### src/rtl/nrd_pkg.sv
`timescale 1ns / 1ps
`default_nettype none

package nrd_pkg;

   // payload store geometry: entry 0 holds the direction byte
   localparam int STORE_DEPTH   = 64;
   localparam int ADDR_W        = $clog2(STORE_DEPTH);
   localparam int LIMIT_W       = 6;
   localparam int LIMIT_RESET   = 63;
   localparam int BUFFER_BYTES_DEFAULT = 64;

   // frame overhead: three header bytes, length, length checksum, data checksum
   localparam int FRAME_OVERHEAD = 6;

   localparam logic [7:0] HDR_ZERO = 8'h00;
   localparam logic [7:0] HDR_LAST = 8'hFF;

   typedef enum logic [2:0] {
      ST_OK     = 3'd0,
      ST_HEADER = 3'd1,
      ST_LCS    = 3'd2,
      ST_SHORT  = 3'd3,
      ST_DCS    = 3'd4
   } status_type;

   typedef struct packed {
      logic [7:0] rx_byte;
      logic       buffer_end;
   } req_type;

   typedef struct packed {
      logic [7:0] data_byte;
      logic       has_data;
      logic [2:0] frame_status;
      logic       last;
   } rsp_type;

   // verdict handed from the parser to the emitter
   typedef struct packed {
      logic               valid;
      logic               replay;
      logic [LIMIT_W-1:0] count;
      status_type         status;
   } cmd_type;

endpackage

`default_nettype wire

### src/rtl/nrd_store.sv
`timescale 1ns / 1ps
`default_nettype none

module nrd_store (
   input  wire logic                      clock,
   input  wire logic                      wr_en,
   input  wire logic [nrd_pkg::ADDR_W-1:0] wr_addr,
   input  wire logic [7:0]                wr_data,
   input  wire logic                      rd_en,
   input  wire logic [nrd_pkg::ADDR_W-1:0] rd_addr,
   output      logic [7:0]                rd_data
);

   logic [7:0] mem_ff [nrd_pkg::STORE_DEPTH];
   logic [7:0] rd_data_ff;

   // write port
   always_ff @(posedge clock) begin
      if (wr_en) begin
         mem_ff[wr_addr] <= wr_data;
      end
   end

   // registered read port
   always_ff @(posedge clock) begin
      if (rd_en) begin
         rd_data_ff <= mem_ff[rd_addr];
      end
   end

   assign rd_data = rd_data_ff;

endmodule

`default_nettype wire

### src/rtl/nrd_parser.sv
`timescale 1ns / 1ps
`default_nettype none

module nrd_parser #(
   parameter int BUFFER_BYTES = nrd_pkg::BUFFER_BYTES_DEFAULT
) (
   input  wire logic                       clock,
   input  wire logic                       reset,
   input  wire logic                       req_fire,
   input  wire nrd_pkg::req_type           req_data,
   input  wire logic                       csr_fire,
   input  wire logic [nrd_pkg::LIMIT_W-1:0] csr_limit,
   output      logic                       wr_en,
   output      logic [nrd_pkg::ADDR_W-1:0]  wr_addr,
   output      logic [7:0]                 wr_data,
   output      nrd_pkg::cmd_type           cmd
);

   localparam int POS_W = $clog2(BUFFER_BYTES - nrd_pkg::FRAME_OVERHEAD + 1);
   localparam logic [8:0] MAX_BYTES = 9'(BUFFER_BYTES);

   typedef enum logic [7:0] {
      PH_H0   = 8'b0000_0001,
      PH_H1   = 8'b0000_0010,
      PH_H2   = 8'b0000_0100,
      PH_LEN  = 8'b0000_1000,
      PH_LCS  = 8'b0001_0000,
      PH_BODY = 8'b0010_0000,
      PH_DCS  = 8'b0100_0000,
      PH_SKIP = 8'b1000_0000
   } phase_type;

   phase_type                phase_ff, phase_in;
   logic [7:0]               len_ff, len_in;
   logic [7:0]               sum_ff, sum_in;
   logic [POS_W-1:0]         pos_ff, pos_in;
   logic [nrd_pkg::LIMIT_W-1:0] limit_ff;

   logic [7:0]               rx;
   logic                     rx_end;
   logic [7:0]               lcs_sum;
   logic [7:0]               dcs_sum;
   logic [7:0]               body_sum;
   logic [7:0]               payload_len;
   logic [nrd_pkg::LIMIT_W-1:0] count;
   logic                     too_long;
   logic                     body_done;
   logic                     verdict;
   nrd_pkg::status_type      vstat;

   assign rx       = req_data.rx_byte;
   assign rx_end   = req_data.buffer_end;
   assign lcs_sum  = len_ff + rx;
   assign dcs_sum  = sum_ff + rx;
   assign body_sum = sum_ff + rx;
   assign too_long = (9'(len_ff) + 9'(nrd_pkg::FRAME_OVERHEAD)) > MAX_BYTES;
   assign body_done = (9'(pos_ff) + 9'd1) >= 9'(len_ff);

   // payload bytes delivered, capped by the limit register
   assign payload_len = len_ff - 8'd1;
   assign count = (payload_len > 8'(limit_ff)) ? limit_ff : payload_len[nrd_pkg::LIMIT_W-1:0];

   // body bytes go to the store while they fit
   assign wr_addr = nrd_pkg::ADDR_W'(pos_ff);
   assign wr_data = rx;

   // frame sequencing
   always_comb begin
      phase_in = phase_ff;
      len_in   = len_ff;
      sum_in   = sum_ff;
      pos_in   = pos_ff;
      verdict  = 1'b0;
      vstat    = nrd_pkg::ST_OK;
      wr_en    = 1'b0;
      cmd      = '0;
      if (req_fire) begin
         unique case (phase_ff)
            PH_H0: begin
               if (rx != nrd_pkg::HDR_ZERO) begin
                  verdict = 1'b1;
                  vstat   = nrd_pkg::ST_HEADER;
               end else begin
                  phase_in = PH_H1;
               end
            end
            PH_H1: begin
               if (rx != nrd_pkg::HDR_ZERO) begin
                  verdict = 1'b1;
                  vstat   = nrd_pkg::ST_HEADER;
               end else begin
                  phase_in = PH_H2;
               end
            end
            PH_H2: begin
               if (rx != nrd_pkg::HDR_LAST) begin
                  verdict = 1'b1;
                  vstat   = nrd_pkg::ST_HEADER;
               end else begin
                  phase_in = PH_LEN;
               end
            end
            PH_LEN: begin
               len_in   = rx;
               phase_in = PH_LCS;
            end
            PH_LCS: begin
               if (lcs_sum != 8'd0) begin
                  verdict = 1'b1;
                  vstat   = nrd_pkg::ST_LCS;
               end else if (len_ff == 8'd0 || too_long) begin
                  verdict = 1'b1;
                  vstat   = nrd_pkg::ST_SHORT;
               end else begin
                  sum_in   = 8'd0;
                  pos_in   = '0;
                  phase_in = PH_BODY;
               end
            end
            PH_BODY: begin
               sum_in = body_sum;
               wr_en  = 9'(pos_ff) < 9'(nrd_pkg::STORE_DEPTH);
               pos_in = pos_ff + POS_W'(1);
               if (body_done) begin
                  phase_in = PH_DCS;
               end
            end
            PH_DCS: begin
               verdict = 1'b1;
               vstat   = (dcs_sum != 8'd0) ? nrd_pkg::ST_DCS : nrd_pkg::ST_OK;
            end
            PH_SKIP: begin
            end
            default: begin
               phase_in = PH_H0;
            end
         endcase

         // verdict, or an early buffer end
         if (verdict) begin
            cmd.valid  = 1'b1;
            cmd.status = vstat;
            cmd.count  = count;
            cmd.replay = (vstat == nrd_pkg::ST_OK) && (count != '0);
            phase_in   = rx_end ? PH_H0 : PH_SKIP;
         end else if (rx_end) begin
            if (phase_ff != PH_SKIP) begin
               cmd.valid  = 1'b1;
               cmd.status = nrd_pkg::ST_SHORT;
            end
            phase_in = PH_H0;
         end
      end
   end

   // control state
   always_ff @(posedge clock) begin
      if (reset) begin
         phase_ff <= PH_H0;
         len_ff   <= 8'd0;
         sum_ff   <= 8'd0;
         pos_ff   <= '0;
         limit_ff <= nrd_pkg::LIMIT_W'(nrd_pkg::LIMIT_RESET);
      end else begin
         phase_ff <= phase_in;
         len_ff   <= len_in;
         sum_ff   <= sum_in;
         pos_ff   <= pos_in;
         if (csr_fire) begin
            limit_ff <= csr_limit;
         end
      end
   end

endmodule

`default_nettype wire

### src/rtl/nrd_emit.sv
`timescale 1ns / 1ps
`default_nettype none

module nrd_emit (
   input  wire logic                       clock,
   input  wire logic                       reset,
   input  wire nrd_pkg::cmd_type           cmd,
   output      logic                       idle,
   output      logic                       rd_en,
   output      logic [nrd_pkg::ADDR_W-1:0]  rd_addr,
   input  wire logic [7:0]                 rd_data,
   output      logic                       rsp_valid,
   input  wire logic                       rsp_stall,
   output      nrd_pkg::rsp_type           rsp_data
);

   logic                        out_valid_ff;
   nrd_pkg::rsp_type            out_data_ff;
   logic [nrd_pkg::LIMIT_W-1:0] left_ff;
   logic [nrd_pkg::ADDR_W-1:0]  addr_ff;
   logic                        rd_pend_ff;
   logic                        rd_last_ff;
   logic                        out_free;

   // output register is free next cycle when empty or taken now
   assign out_free = !out_valid_ff || !rsp_stall;
   assign idle     = (left_ff == '0) && !rd_pend_ff && out_free;

   // one read in flight; its data passes the store's read register, then lands in the output register
   assign rd_en   = (left_ff != '0) && !rd_pend_ff && out_free;
   assign rd_addr = addr_ff;

   // replay sequencer
   always_ff @(posedge clock) begin
      if (reset) begin
         left_ff    <= '0;
         addr_ff    <= '0;
         rd_pend_ff <= 1'b0;
         rd_last_ff <= 1'b0;
      end else begin
         rd_pend_ff <= rd_en;
         if (cmd.valid && cmd.replay) begin
            left_ff <= cmd.count;
            addr_ff <= nrd_pkg::ADDR_W'(1);
         end else if (rd_en) begin
            left_ff    <= left_ff - nrd_pkg::LIMIT_W'(1);
            addr_ff    <= addr_ff + nrd_pkg::ADDR_W'(1);
            rd_last_ff <= (left_ff == nrd_pkg::LIMIT_W'(1));
         end
      end
   end

   // output register valid
   always_ff @(posedge clock) begin
      if (reset) begin
         out_valid_ff <= 1'b0;
      end else if (rd_pend_ff || (cmd.valid && !cmd.replay)) begin
         out_valid_ff <= 1'b1;
      end else if (!rsp_stall) begin
         out_valid_ff <= 1'b0;
      end
   end

   // output register payload
   always_ff @(posedge clock) begin
      if (rd_pend_ff) begin
         out_data_ff.data_byte    <= rd_data;
         out_data_ff.has_data     <= 1'b1;
         out_data_ff.frame_status <= nrd_pkg::ST_OK;
         out_data_ff.last         <= rd_last_ff;
      end else if (cmd.valid && !cmd.replay) begin
         out_data_ff.data_byte    <= 8'd0;
         out_data_ff.has_data     <= 1'b0;
         out_data_ff.frame_status <= cmd.status;
         out_data_ff.last         <= 1'b1;
      end
   end

   assign rsp_valid = out_valid_ff;
   assign rsp_data  = out_data_ff;

`ifndef SYNTH
   // a verdict never arrives while a replay is still running
   a_cmd_when_idle: assert property (@(posedge clock) disable iff (reset)
      cmd.valid |-> (left_ff == '0) && !rd_pend_ff)
      else $error("verdict during replay");

   // read data always finds the output register free
   a_land_free: assert property (@(posedge clock) disable iff (reset)
      rd_pend_ff |-> !(out_valid_ff && rsp_stall))
      else $error("read data lands on a held beat");

   // every read issued shows up as a data beat, via the store's read register and then the output register
   a_read_beat: assert property (@(posedge clock) disable iff (reset)
      rd_en |-> ##2 (out_valid_ff && out_data_ff.has_data))
      else $error("read did not produce a data beat");

   // the last replayed beat ends the replay
   a_last_ends: assert property (@(posedge clock) disable iff (reset)
      (rd_en && left_ff == nrd_pkg::LIMIT_W'(1)) |=> (left_ff == '0))
      else $error("replay count out of step");
`endif

endmodule

`default_nettype wire

### src/rtl/nfc_response_deframer.sv
`timescale 1ns / 1ps
`default_nettype none

// Response deframer: takes a received reader buffer one byte per beat (buffer_end on the
// last byte), checks the 00 00 FF header, the length byte against its checksum, and the
// data checksum over the direction byte and payload. A good frame gives its payload bytes
// (direction byte dropped, at most csr_data of them, last on the final one, or one empty
// beat with status ok); any failure gives a single status beat. While a frame is
// received, each byte is taken as it arrives unless the input stalls. Body bytes are
// written into a 64-entry payload memory, and on a good checksum the input stalls while
// that memory is replayed: payload bytes are read one at a time, each passing a memory
// read and then the output register before the next read. The input also stalls while
// a result beat waits on rsp_stall. No clearing pass is needed after reset.
module nfc_response_deframer #(
   parameter int BUFFER_BYTES = nrd_pkg::BUFFER_BYTES_DEFAULT
) (
   input  wire logic                       clock,
   input  wire logic                       reset,
   input  wire logic                       req_valid,
   output      logic                       req_stall,
   input  wire nrd_pkg::req_type           req_data,
   output      logic                       rsp_valid,
   input  wire logic                       rsp_stall,
   output      nrd_pkg::rsp_type           rsp_data,
   input  wire logic                       csr_valid,
   output      logic                       csr_ready,
   input  wire logic [nrd_pkg::LIMIT_W-1:0] csr_data
);

   logic                       req_fire;
   logic                       csr_fire;
   logic                       emit_idle;
   logic                       wr_en;
   logic [nrd_pkg::ADDR_W-1:0]  wr_addr;
   logic [7:0]                 wr_data;
   logic                       rd_en;
   logic [nrd_pkg::ADDR_W-1:0]  rd_addr;
   logic [7:0]                 rd_data;
   nrd_pkg::cmd_type           cmd;

   // handshakes
   assign req_stall = !emit_idle;
   assign req_fire  = req_valid && !req_stall;
   assign csr_ready = 1'b1;
   assign csr_fire  = csr_valid && csr_ready;

   nrd_parser #(
      .BUFFER_BYTES (BUFFER_BYTES)
   ) u_parser (
      .clock     (clock),
      .reset     (reset),
      .req_fire  (req_fire),
      .req_data  (req_data),
      .csr_fire  (csr_fire),
      .csr_limit (csr_data),
      .wr_en     (wr_en),
      .wr_addr   (wr_addr),
      .wr_data   (wr_data),
      .cmd       (cmd)
   );

   nrd_store u_store (
      .clock   (clock),
      .wr_en   (wr_en),
      .wr_addr (wr_addr),
      .wr_data (wr_data),
      .rd_en   (rd_en),
      .rd_addr (rd_addr),
      .rd_data (rd_data)
   );

   nrd_emit u_emit (
      .clock     (clock),
      .reset     (reset),
      .cmd       (cmd),
      .idle      (emit_idle),
      .rd_en     (rd_en),
      .rd_addr   (rd_addr),
      .rd_data   (rd_data),
      .rsp_valid (rsp_valid),
      .rsp_stall (rsp_stall),
      .rsp_data  (rsp_data)
   );

endmodule

`default_nettype wire
### config.mk
export PLATFORM = sky130hd
export DESIGN_NAME = nfc_response_deframer
export DESIGN_NICKNAME = d
export VERILOG_FILES = /design/src/rtl/nrd_pkg.sv /design/src/rtl/nrd_store.sv /design/src/rtl/nrd_parser.sv /design/src/rtl/nrd_emit.sv /design/src/rtl/nfc_response_deframer.sv
export SDC_FILE = /design/constraint.sdc
export NUM_CORES = 1
export LEC_CHECK = 0
export BUFFER_PORTS_ARGS = -buffer_cell sky130_fd_sc_hd__clkbuf_2
export CAP_MARGIN = 10
export CORE_MARGIN = 1
export CORE_UTILIZATION = 60
export DETAILED_ROUTE_END_ITERATION = 10
export GPL_TIMING_DRIVEN = 0
export HOLD_SLACK_MARGIN = 0.03
export PLACE_DENSITY = 0.76
export SETUP_SLACK_MARGIN = 0.15
export SYNTH_ARGS = -nofsm -noshare
export SYNTH_HDL_FRONTEND = slang
export SYNTH_SLANG_ARGS = --single-unit
export TNS_END_PERCENT = 5
### constraint.sdc
create_clock -name clock -period 6.8 [get_ports clock]
set_input_delay 2.04 -clock clock [delete_from_list [all_inputs] [get_ports clock]]
set_output_delay 2.04 -clock clock [all_outputs]
set_load 0.01 [all_outputs]
[After elaboration in Yosys (flattened, before gate mapping)]
Memory sizes are Yosys's and may differ from the RTL's. A register that Yosys moved wholly into a read port is not among the register bits.
Cells that the tools add are included.
Operators by class
  $add $sub $neg: 8
  magnitude comparators: 3
  eq/ne operators: 21
  muxes and demuxes: 50
  bitwise gates (word level): 1
  reductions and logical operators: 34
Operator list (number)
  8-bit two-way mux: 11
  8-bit case mux with 7 select lines: 1
  6-bit two-way mux: 5
  13-bit two-way mux: 2
  8-bit nonzero test: 3
  4-bit inequality test, second input constant: 5
  1-bit two-way mux: 18
  8-bit adder: 2
  8-bit inequality test, second input constant: 2
  8-bit case mux with 2 select lines: 1
  3-bit two-way mux: 5
  6-bit by 1-bit adder with 6-bit output, second input constant: 2
  3-bit case mux with 4 select lines: 1
  6-bit case mux with 2 select lines: 1
  6-bit nonzero test: 2
  11-bit two-way mux: 1
  8-bit by 3-bit adder with 9-bit output, second input constant: 1
  9-bit by 8-bit greater-or-equal comparator with 1-bit output: 1
  9-bit by 7-bit > comparator with 1-bit output, second input constant: 1
  8-bit by 1-bit equality test with 1-bit output, second input constant: 1
  8-bit by 2-bit equality test with 1-bit output, second input constant: 1
  8-bit by 3-bit equality test with 1-bit output, second input constant: 1
  8-bit by 4-bit equality test with 1-bit output, second input constant: 1
  8-bit by 5-bit equality test with 1-bit output, second input constant: 1
  27 further kinds: 47
Storage, ports and cells
  register bits: 64
  bits in writable memories: 512
  output and inout bits: 16
  logic and storage cells: 133
  memories: 1
Memories
  u_store.mem_ff: depth 64, bits a word 8, read ports 1, clocked after memory_dff 1, write ports 1, line nrd_store.sv:14  | logic [7:0] mem_ff [nrd_pkg::STORE_DEPTH];

[Depth between registers and ports, before layout]
Gate-level depths: netlist (run 1).
  depth in word-level cells: 15
  gate-level depth with buffers: 13

[By module]
Synthesis (run 1) repeated with hierarchy kept, for this count alone.
Unflattened totals
  cell total of the unflattened synthesis: 1423
  area, all modules: 24646.1 µm²
Modules (own cells, without submodules)
  nrd_store: instances 1, cells each 940, area each 20246.9 µm², sequential area each 15615.0 µm²
  nrd_parser: instances 1, cells each 358, area each 3106.7 µm², sequential area each 720.7 µm²
  nrd_emit: instances 1, cells each 121, area each 1271.2 µm², sequential area each 650.6 µm²
  nfc_response_deframer: instances 1, cells each 4, area each 21.3 µm², sequential area each 0.0 µm²

[Worst setup path after synthesis (run 1)]
No wires, ideal clock.
  kind: input to register
  start point: input req_data[1] (netlist name)
  end point: register u_emit.out_data_ff, in the netlist u_emit.rsp_data[0], enable pin
  setup time: 0.334 ns
  data arrival time: 4.448 ns
  path slack: 2.018 ns
  stages on the path: 9
  buffers on the path: 0
  cell sequence: ha_1 fa_1 a211oi_2 nor2_1 o311ai_1 o41ai_4 o2111a_4 a211o_4 nand2_1
Between the ends
  longest elaborated chain between the ends: 12
  elaborated cells on any way between the ends: 25
  those cells by class: 2 x add/sub; 1 x eq/ne; 14 x mux; 8 x reduce/logical
RTL lines
  start, declared: line nfc_response_deframer.sv:21  | input wire nrd_pkg::req_type req_data,
  8-bit adder, on equally long branches: line nrd_parser.sv:53, nrd_parser.sv:54
  8-bit nonzero test, on equally long branches: line nrd_parser.sv:108, nrd_parser.sv:130
  3-bit two-way mux, on equally long branches: line nrd_parser.sv:108, nrd_parser.sv:130
  3-bit case mux with 4 select lines: line nrd_parser.sv:78  | unique case (phase_ff)
  3-bit two-way mux: line nrd_parser.sv:77  | if (req_fire) begin
  3-bit logical NOT: line nrd_parser.sv:144  | cmd.replay = (vstat == nrd_pkg::ST_OK) && (count != '0);
  1-bit logical AND: line nrd_parser.sv:144
  7-bit two-way mux: line nrd_parser.sv:140  | if (verdict) begin
  11-bit two-way mux *: line nrd_parser.sv:77
  1-bit logical NOT: line nrd_emit.sv:71  | end else if (cmd.valid && !cmd.replay) begin
  1-bit logical AND *: line nrd_emit.sv:71
  2-bit nonzero test (no line) *
  end, declared: line nrd_emit.sv:18  | nrd_pkg::rsp_type out_data_ff;
Mark *: on every way between the ends. The rest lies on a longest branch, timed or not. The select of a mux whose other input is x is not followed.
A chain may end at the register's enable or synchronous reset.

[Worst setup path in the final report (run 1)]
  start point: input req_data[1] (netlist name)
  end point: register u_emit.out_data_ff, in the netlist u_emit.rsp_data[9], enable pin
The elaborated chain is that of the path after synthesis.

==> metrics.md, run 1 <==
| Metric | Value |
|---|---|
| Startpoint of the worst-slack reg-to-reg timing path | `u_parser.len_ff[1]` |
| Kind of start point of the critical path | `input pin` |
| Clock Tree Buf Depth | `3` |
| Cell area after synthesis | `24300 um2` |
| Initial antenna violation count | `0` |
| First-pass GRT wire length | `between 80000 and 90000 um` |
| Total setup buffers inserted after CTS | `0` |
| Starting density of the core | `61.0%` |
| Type of the worst min-delay path | `register to register` |
| Peak VDD IR | `0.226 mV` |
| Vias per std cell | `6.66` |
| Final hold viol count | `0` |
| Capturing instance or port of the critical path | `u_emit.rsp_data[9]` |
| Post-synth net total | `~1400` |
| Setup-violating endpoint count in the final report | `0` |
| Buffers added on ports | `34` |
| Category of the critical setup timing path | `input pin to register` |
| Overall fraction of global-route tracks in use | `around 28%` |
| Pin count of the biggest net entering global routing | `between 70 and 80` |
| Post-Syn Area per Cell | `18.3 um2` |
| Result of the run | `complete, no violations` |
| Clock tree from TritonCTS | `done` |
| Via total after detailed routing | `roughly 13000` |
| Insertion delay to the later sink of the worst-skew pair | `~620 ps` |
| Diode insertion count for antenna repair | `0` |
| GRT overflow | `0` |
| Power per standard cell area | `349 nW/um2` |
| RR Endpoint | `u_emit.rsp_data[9]` |
| Share of the clock period used by the worst path after layout | `83.0%` |
| Number of clock buffers inserted by TritonCTS | `56` |
| Dominant synthesized flop cell | `sky130_fd_sc_hd__edfxtp_1` |
| Hold buffers post-CTS | `0` |
| Most instantiated cells after synthesis | `sky130_fd_sc_hd__edfxtp_1, sky130_fd_sc_hd__mux4_2, sky130_fd_sc_hd__nor2_1` |
| R2r worst-path depth | `13` |
| Register-to-register path setup slack | `~2600 ps` |
| Post-synth EDFFs | `around 530` |
| Unrepaired setup endpoints after global routing | `no` |
| Final hold slack | `about 460 ps` |
| Synth Register Bits | `approximately 600` |
| Fraction of final layout cells sized beyond drive strength 1 | `around 22%` |
| Routed Antenna Nets | `0` |
| TritonCTS Sinks | `~580` |
| Post-detail-place hpwl | `between 30000 and 40000 um` |
| I/O pin count | `36` |
| Library cell with the highest instance count after synthesis | `sky130_fd_sc_hd__edfxtp_1` |
| Die Y-Extent | `203 um` |
| Number of warning messages in the yosys log | `0` |
| Maximum fanout encountered on the critical timing path | `just under 70` |
| Worst path slowest cell | `sky130_fd_sc_hd__o31ai_4` |
| Level count of the clock H-tree | `2` |
| Overall die area | `between 40000 and 50000 um2` |
| WL/cell | `28.3 um` |
| Floorplan die width | `203 um` |
| Setup WS pre-CTS | `around 420 ps` |
| Cell type with the largest total area after synthesis | `sky130_fd_sc_hd__edfxtp_1` |
| Number of design-rule violations left by the first detailed-router iteration | `1548` |
| CTS-repair resized insts | `0` |
| Slew at the pin with the worst max-slew slack | `~1100 ps` |
| DRC errors left | `0` |
| Critical path startpoint | `req_data[1]` |
| Sequential cell area fraction in the yosys report | `a little over two thirds` |
| Cell chain of the critical path | `clkbuf_4 > ha_1 > fa_1 > a211oi_2 > o21bai_1 > a2111oi_2 > o2111ai_1 > o31ai_4 > a211o_4 > nand2_1` |
| Max-cap violations | `0` |
| CORE AREA | `roughly 40000 um2` |
| Std-Cell Rows | `73` |
| Routability cong. | `roughly 0.88` |
| Worst Setup End Kind | `register` |
| Final core utilization | `~68%` |
| Final critical delay including setup and external delays | `5650 ps` |
| Fill cells | `about 2600` |
| Share of the synthesized area in the top cell type | `between 60% and 70%` |
| Vias in the first global route | `roughly 13000` |
| Synth Instances | `1327` |
| Largest cells by area after synthesis | `sky130_fd_sc_hd__edfxtp_1, sky130_fd_sc_hd__mux4_2, sky130_fd_sc_hd__dfxtp_1, sky130_fd_sc_hd__ha_1, sky130_fd_sc_hd__nor2_1` |
| Root Buffer Master | `sky130_fd_sc_hd__clkbuf_16` |
| Pwr Total | `about 9.4 mW` |
| Post-layout nets | `roughly 1500` |
| Fmax | `between 150 and 200 MHz` |
| CTS clk-pin slew, worst paths | `roughly 70 ps` |
| Max-slew violations | `0` |
| Synthesis-to-layout area growth | `11.4%` |
| Static leakage | `around 8.5 nW` |
| Total length of routed wires | `56400 um` |
| Biggest cell delay along the critical path | `roughly 550 ps` |
| Arrival @ worst endpoint | `around 6000 ps` |
| Total iterations of the first detailed-routing run | `5` |
| Unique masters post-synth | `84` |
| Setup TNS after final layout | `0 ps` |
| Fraction of registers with async set or reset after synthesis | `0%` |
| Worst-case setup margin in the final layout | `approximately 1200 ps` |
| Post-route clock skew | `around 14 ps` |
| Worst EP required | `around 7000 ps` |
| Relative slew margins | `28.4%` |
[per-layer routing]
metal  track usage, %  part of all wire, %  vias to the layer above
met3             3.71                  8.7                       99
met2             44.1                   48                      716
li1                 -                    -                     5604
met4             10.4                  3.2                        0
met5                0                    0                        -
met1             41.7                   40                     6849
[flip-flops by register name, summed over array words and instances (netlist names), 8 cells and up]
| register | cells |
|---|---|
| u_parser.sum_ff | 8 |
| u_store.rd_data | 8 |
| u_parser.phase_ff | 8 |
| u_emit.rsp_data | 13 |
| u_store.mem_ff | 512 |
| u_parser.len_ff | 8 |
[cell families (layout without fill, tap and decap cells)]
kind of cell	after synthesis	in the layout	synth area share, %
multiplexers	171	171	15.7
adder cells (fa/ha/maj)	37	37	1.97
AO/OA/AOI/OAI	156	156	4.70
XOR/XNOR	22	22	0.793
flip-flops	584	584	69.9
other	1	1	0.0154
AND/OR/NAND/NOR	268	268	5.46
buffers and inverters	88	229	1.49
[worst min path at each step]
stage	startpoint	endpoint	slack (ps)	cells after the start
6_report	u_emit.rd_last_ff	u_emit.rd_last_ff	460	2
3_5_place_dp	u_emit.rd_last_ff	u_emit.rd_last_ff	450	2
5_1_grt	u_emit.rsp_data[2]	u_emit.rsp_data[2]	490	2
4_1_cts	u_emit.rd_last_ff	u_emit.rd_last_ff	460	2
3_3_place_gp	u_emit.rd_last_ff	u_emit.rd_last_ff	450	2
2_1_floorplan	u_emit.rd_last_ff	u_emit.rd_last_ff	430	2
[where the power goes]
group          total [mW]  switching, mW  internal [mW]
Sequential           4.10         0.0601           4.04
Combinational        2.21           1.21           1.00
Clock                3.13           1.32           1.81
[stage by stage]
| step | std cells | area, um2 |
|---|---|---|
| after CTS | 1993 | 27100 |
| after global placement | 1886 | 25100 |
| after floorplan | 1327 | 24300 |
| final | 1993 | 27100 |
| after detailed placement | 1891 | 25200 |
| after global routing | 1993 | 27100 |
[worst max-delay path, delay by kind of cell]
kind | cells | cell delay, ps
simple gates | 1 | 410
fa+ha+maj | 2 | 880
buf+inv | 1 | 460
compound gates | 6 | 2040
[layout by cell type (no fill, tap or decap), types with 15 or more instances in the layout]
cell,synthesis,final
sky130_fd_sc_hd__o21ai_1,15,15
sky130_fd_sc_hd__o21ai_0,21,21
sky130_fd_sc_hd__clkbuf_2,0,31
sky130_fd_sc_hd__nand2_1,63,63
sky130_fd_sc_hd__clkbuf_1,34,47
sky130_fd_sc_hd__nand3_1,16,16
sky130_fd_sc_hd__ha_1,35,35
sky130_fd_sc_hd__clkbuf_16,0,58
sky130_fd_sc_hd__mux4_2,168,168
sky130_fd_sc_hd__buf_1,15,15
sky130_fd_sc_hd__nor2_1,93,93
sky130_fd_sc_hd__a21oi_1,45,45
sky130_fd_sc_hd__edfxtp_1,529,529
sky130_fd_sc_hd__inv_1,24,24
sky130_fd_sc_hd__dfxtp_1,55,55
[cell type report]
type | count | area, um2 | area share (%)
multi-input combinational | 655 | 6960 | 25.7
buffer | 63 | 269 | 0.993
clock buffer | 73 | 1530 | 5.64
tap | 525 | 657 | 2.43
timing repair buffer | 39 | 278 | 1.03
sequential | 584 | 17000 | 62.7
clock inverter | 29 | 313 | 1.15
inverter | 25 | 93.8 | 0.346
(Power assumes the default switching activity.)
==> inputs of run 2 (changes only) <==
--- a/config.mk
+++ b/config.mk
@@ -5,6 +5,7 @@
 export SDC_FILE = /design/constraint.sdc
 export NUM_CORES = 1
 export LEC_CHECK = 0
+export ABC_AREA = 1
 export BUFFER_PORTS_ARGS = -buffer_cell sky130_fd_sc_hd__clkbuf_2
 export CAP_MARGIN = 10
 export CORE_MARGIN = 1
==> constraint.sdc (replaced) <==
create_clock -name clock -period 5.5 [get_ports clock]
set_input_delay 1.65 -clock clock [delete_from_list [all_inputs] [get_ports clock]]
set_output_delay 1.65 -clock clock [all_outputs]
set_load 0.01 [all_outputs]
==> run 2 against run 1 <==
Worst hold slack worse by 16 ps. Combinational power up 49%. Sequential power is 24% higher. Synthesized cell count increased by 61%. Clock skew up 8.0 ps. Core utilization increased by 0.28 points. Count of clock-buffer cells in the layout is 2 higher. Cell count up 41%. First-iteration DRC count rose by 97%. Non-clock buffer count increased by 55. Critical path type unchanged.
==> metrics.md, run 2 <==
| Metric | Value |
|---|---|
| Routability cong. | `between 1 and 1.5` |
| Max-cap violations | `0` |
| Category of the critical setup timing path | `input pin to register` |
| Sequential power share | `slightly above 40%` |
| Capturing instance or port of the critical path | `u_emit.rsp_data[9]` |
| DRC errors left | `0` |
| Post-DP Area | `25600 um2` |
| Die Y-Extent | `between 200 and 250 um` |
| Overall die area | `roughly 42000 um2` |
| CORE AREA | `40200 um2` |
| Final hold slack | `between 400 and 500 ps` |
| Max-slew violations | `0` |
| Hold buffers post-CTS | `0` |
| Via total after detailed routing | `between 15000 and 20000` |
| Clock share of power | `31.5%` |
| Combinational share of power | `between 20% and 30%` |
| Unrepaired setup endpoints after global routing | `no` |
| Final critical delay including setup and external delays | `roughly 4600 ps` |
| CTS clk-pin slew, worst paths | `approximately 60 ps` |
| Power per standard cell area | `~450 nW/um2` |
| R2r worst-path depth | `10` |
| Post-route clock skew | `between 20 and 25 ps` |
| Library cell with the highest instance count after synthesis | `sky130_fd_sc_hd__edfxtp_1` |
| Number of design-rule violations left by the first detailed-router iteration | `3049` |
| Clock Tree Buf Depth | `3` |
| Insertion delay to the later sink of the worst-skew pair | `620 ps` |
| Internal power of the cells | `7.97 mW` |
| Most instantiated cells after synthesis | `sky130_fd_sc_hd__edfxtp_1, sky130_fd_sc_hd__nor2_1, sky130_fd_sc_hd__o21ai_0` |
| Largest cells by area after synthesis | `sky130_fd_sc_hd__edfxtp_1, sky130_fd_sc_hd__o21ai_0, sky130_fd_sc_hd__nor2_1, sky130_fd_sc_hd__dfxtp_1, sky130_fd_sc_hd__nand2_1` |
| Total non-filler cell area in the finished layout | `approximately 27000 um2` |
| Std-Cell Rows | `between 70 and 80` |
| Share of the clock period used by the worst path after layout | `between 80% and 90%` |
| Switching power summed over all nets | `around 4.3 mW` |
| Starting density of the core | `between 60 and 70%` |
| Post-Syn Area per Cell | `11.6 um2` |
| Result of the run | `complete, no violations` |
| Max reg flops | `512` |
| TritonCTS Sinks | `584` |
| Setup TNS after final layout | `0 ps` |
| Worst Setup End Kind | `register` |
| Slew at the pin with the worst max-slew slack | `approximately 1300 ps` |
| Post-detail-place hpwl | `slightly below 50000 um` |
| Final hold viol count | `0` |
| Share of the synthesized area in the top cell type | `between 60 and 70%` |
| Maximum fanout encountered on the critical timing path | `69` |
| Buffers added on ports | `34` |
| Number of clock buffers inserted by TritonCTS | `58` |
| Vias in the first global route | `around 18000` |
| Sequential cell area fraction in the yosys report | `between 60 and 70%` |
| Type of the worst min-delay path | `register to register` |
| I/O pin count | `36` |
| Total iterations of the first detailed-routing run | `7` |
| Root Buffer Master | `sky130_fd_sc_hd__clkbuf_16` |
| CTS-repair resized insts | `0` |
| First-pass GRT wire length | `between 100000 and 150000 um` |
| Arrival @ worst endpoint | `slightly below 5000 ps` |
| Synth Instances | `2137` |
| Total setup buffers inserted after CTS | `0` |
| Non-filler instance count after layout | `2810` |
| Number of warning messages in the yosys log | `0` |
| Post-layout nets | `between 2000 and 2500` |
| Cell area after synthesis | `24700 um2` |
| Startpoint of the worst-slack reg-to-reg timing path | `u_emit.left_ff[0]` |
| Fraction of final layout cells sized beyond drive strength 1 | `a little over 7%` |
| Pin count of the biggest net entering global routing | `between 70 and 80` |
| Routed Antenna Nets | `0` |
| Setup-violating endpoint count in the final report | `0` |
| Reg with most FFs | `u_store.mem_ff` |
| Clock tree from TritonCTS | `done` |
| Floorplan die width | `205 um` |
| Worst-case setup margin in the final layout | `~850 ps` |
| Initial antenna violation count | `0` |
| Worst EP required | `between 5000 and 6000 ps` |
| Static leakage | `9.33 nW` |
| GRT overflow | `0` |
| Post-synth net total | `approximately 2200` |
| Peak VDD IR | `0.303 mV` |
| Cell type with the largest total area after synthesis | `sky130_fd_sc_hd__edfxtp_1` |
| Synthesis-to-layout area growth | `11.1%` |
| Relative slew margins | `about 15%` |
| Switching Fraction | `about a third` |
| RR Endpoint | `u_store.mem_ff[4][0]` |
| Kind of start point of the critical path | `input pin` |
| Synth Register Bits | `584` |
| Setup WS pre-CTS | `approximately 240 ps` |
| Fraction of registers with async set or reset after synthesis | `0%` |
| Most common cell after layout, fill and taps aside | `sky130_fd_sc_hd__edfxtp_1` |
| Post-synth EDFFs | `between 500 and 600` |
| Overall fraction of global-route tracks in use | `a little over a third` |
| Level count of the clock H-tree | `2` |
| Critical path startpoint | `req_data[1]` |
| WL/cell | `roughly 26 um` |
| Commonest cells after routing, fill and taps aside | `sky130_fd_sc_hd__edfxtp_1, sky130_fd_sc_hd__nor2_1, sky130_fd_sc_hd__o21ai_0` |
| Count of placed standard cells including taps | `2700` |
| Unique masters post-synth | `44` |
| Register-to-register path setup slack | `roughly 1500 ps` |
| Vias per std cell | `about 6.6` |
| Total length of routed wires | `between 70000 and 80000 um` |
| Dominant synthesized flop cell | `sky130_fd_sc_hd__edfxtp_1` |
| Fmax | `between 200 and 250 MHz` |
## run 2: worst min path at each step
stage / start / end / slack (ps) / cells past startpoint
after floorplan: u_parser.sum_ff[5] / u_parser.sum_ff[5] / 440 / 2
after global placement: u_emit.rsp_data[4] / u_emit.rsp_data[4] / 430 / 2
after detailed placement: u_emit.rsp_data[4] / u_emit.rsp_data[4] / 430 / 2
after CTS: u_emit.rsp_data[4] / u_emit.rsp_data[4] / 450 / 2
after global routing: u_emit.rsp_data[4] / u_emit.rsp_data[4] / 480 / 2
final: u_emit.rsp_data[4] / u_emit.rsp_data[4] / 450 / 2
## run 2: layout make-up
class | count | area [um2]
diodes | 1 | 2.50
clock inverters | 34 | 256
fillers | 2935 | 12700
multi-input cells | 1325 | 6850
well taps | 525 | 657
flip-flops and latches | 584 | 17000
inverters | 109 | 409
plain buffers | 119 | 455
repair buffers | 38 | 250
clock buffers | 75 | 1580
## run 2: cell families (layout without fill, tap and decap cells)
kind of cell	count (synthesis)	in the layout	share of synthesized area (%)
buffers and inverters	228	375	3.50
AO/OA/AOI/OAI	495	495	11.5
flip-flops	584	584	68.8
AND/OR/NAND/NOR	771	771	13.5
adder cells (fa/ha/maj)	37	37	1.93
XOR/XNOR	21	21	0.745
other	1	2	0.0152
## run 2: stage by stage
stage | util, % | power [mW]
after floorplan | - | 6.96
after global placement | 63.5 | 8.19
after detailed placement | 63.7 | 8.30
after CTS | 68.3 | 12.1
after global routing | 68.3 | 12.5
final | 68.3 | 12.2
## run 2: critical path, cell delays in order
cell and delay, ps:
sky130_fd_sc_hd__clkbuf_4 470, sky130_fd_sc_hd__ha_1 460, sky130_fd_sc_hd__fa_1 450, sky130_fd_sc_hd__xor2_1 200
sky130_fd_sc_hd__nor3_1 160, sky130_fd_sc_hd__nand3_1 100, sky130_fd_sc_hd__nor2_1 130, sky130_fd_sc_hd__nand3_1 170
sky130_fd_sc_hd__nand2_1 140, sky130_fd_sc_hd__nand2_1 90, sky130_fd_sc_hd__nor2_1 200, sky130_fd_sc_hd__nand3_4 180
sky130_fd_sc_hd__nand3_4 150, sky130_fd_sc_hd__nand2_1 280
## run 2: power by group through the flow
stage | Sequential [mW] | Combinational (mW) | Clock (mW)
2_1_floorplan | 5.17 | 1.78 | 0
3_3_place_gp | 5.16 | 3.03 | 0
3_5_place_dp | 5.17 | 3.13 | 0
4_1_cts | 5.07 | 3.15 | 3.83
5_1_grt | 5.08 | 3.46 | 3.98
6_report | 5.07 | 3.30 | 3.85
## run 2: layer usage
layer	vias up	share of wire, %	global-route usage (%)	wire length (um)
met3	268	13	7.25	9270
met4	0	5.9	19.9	4290
met1	8815	36	46.2	26100
met5	-	0	0	0
li1	7986	-	-	-
met2	1375	45	53.8	32700
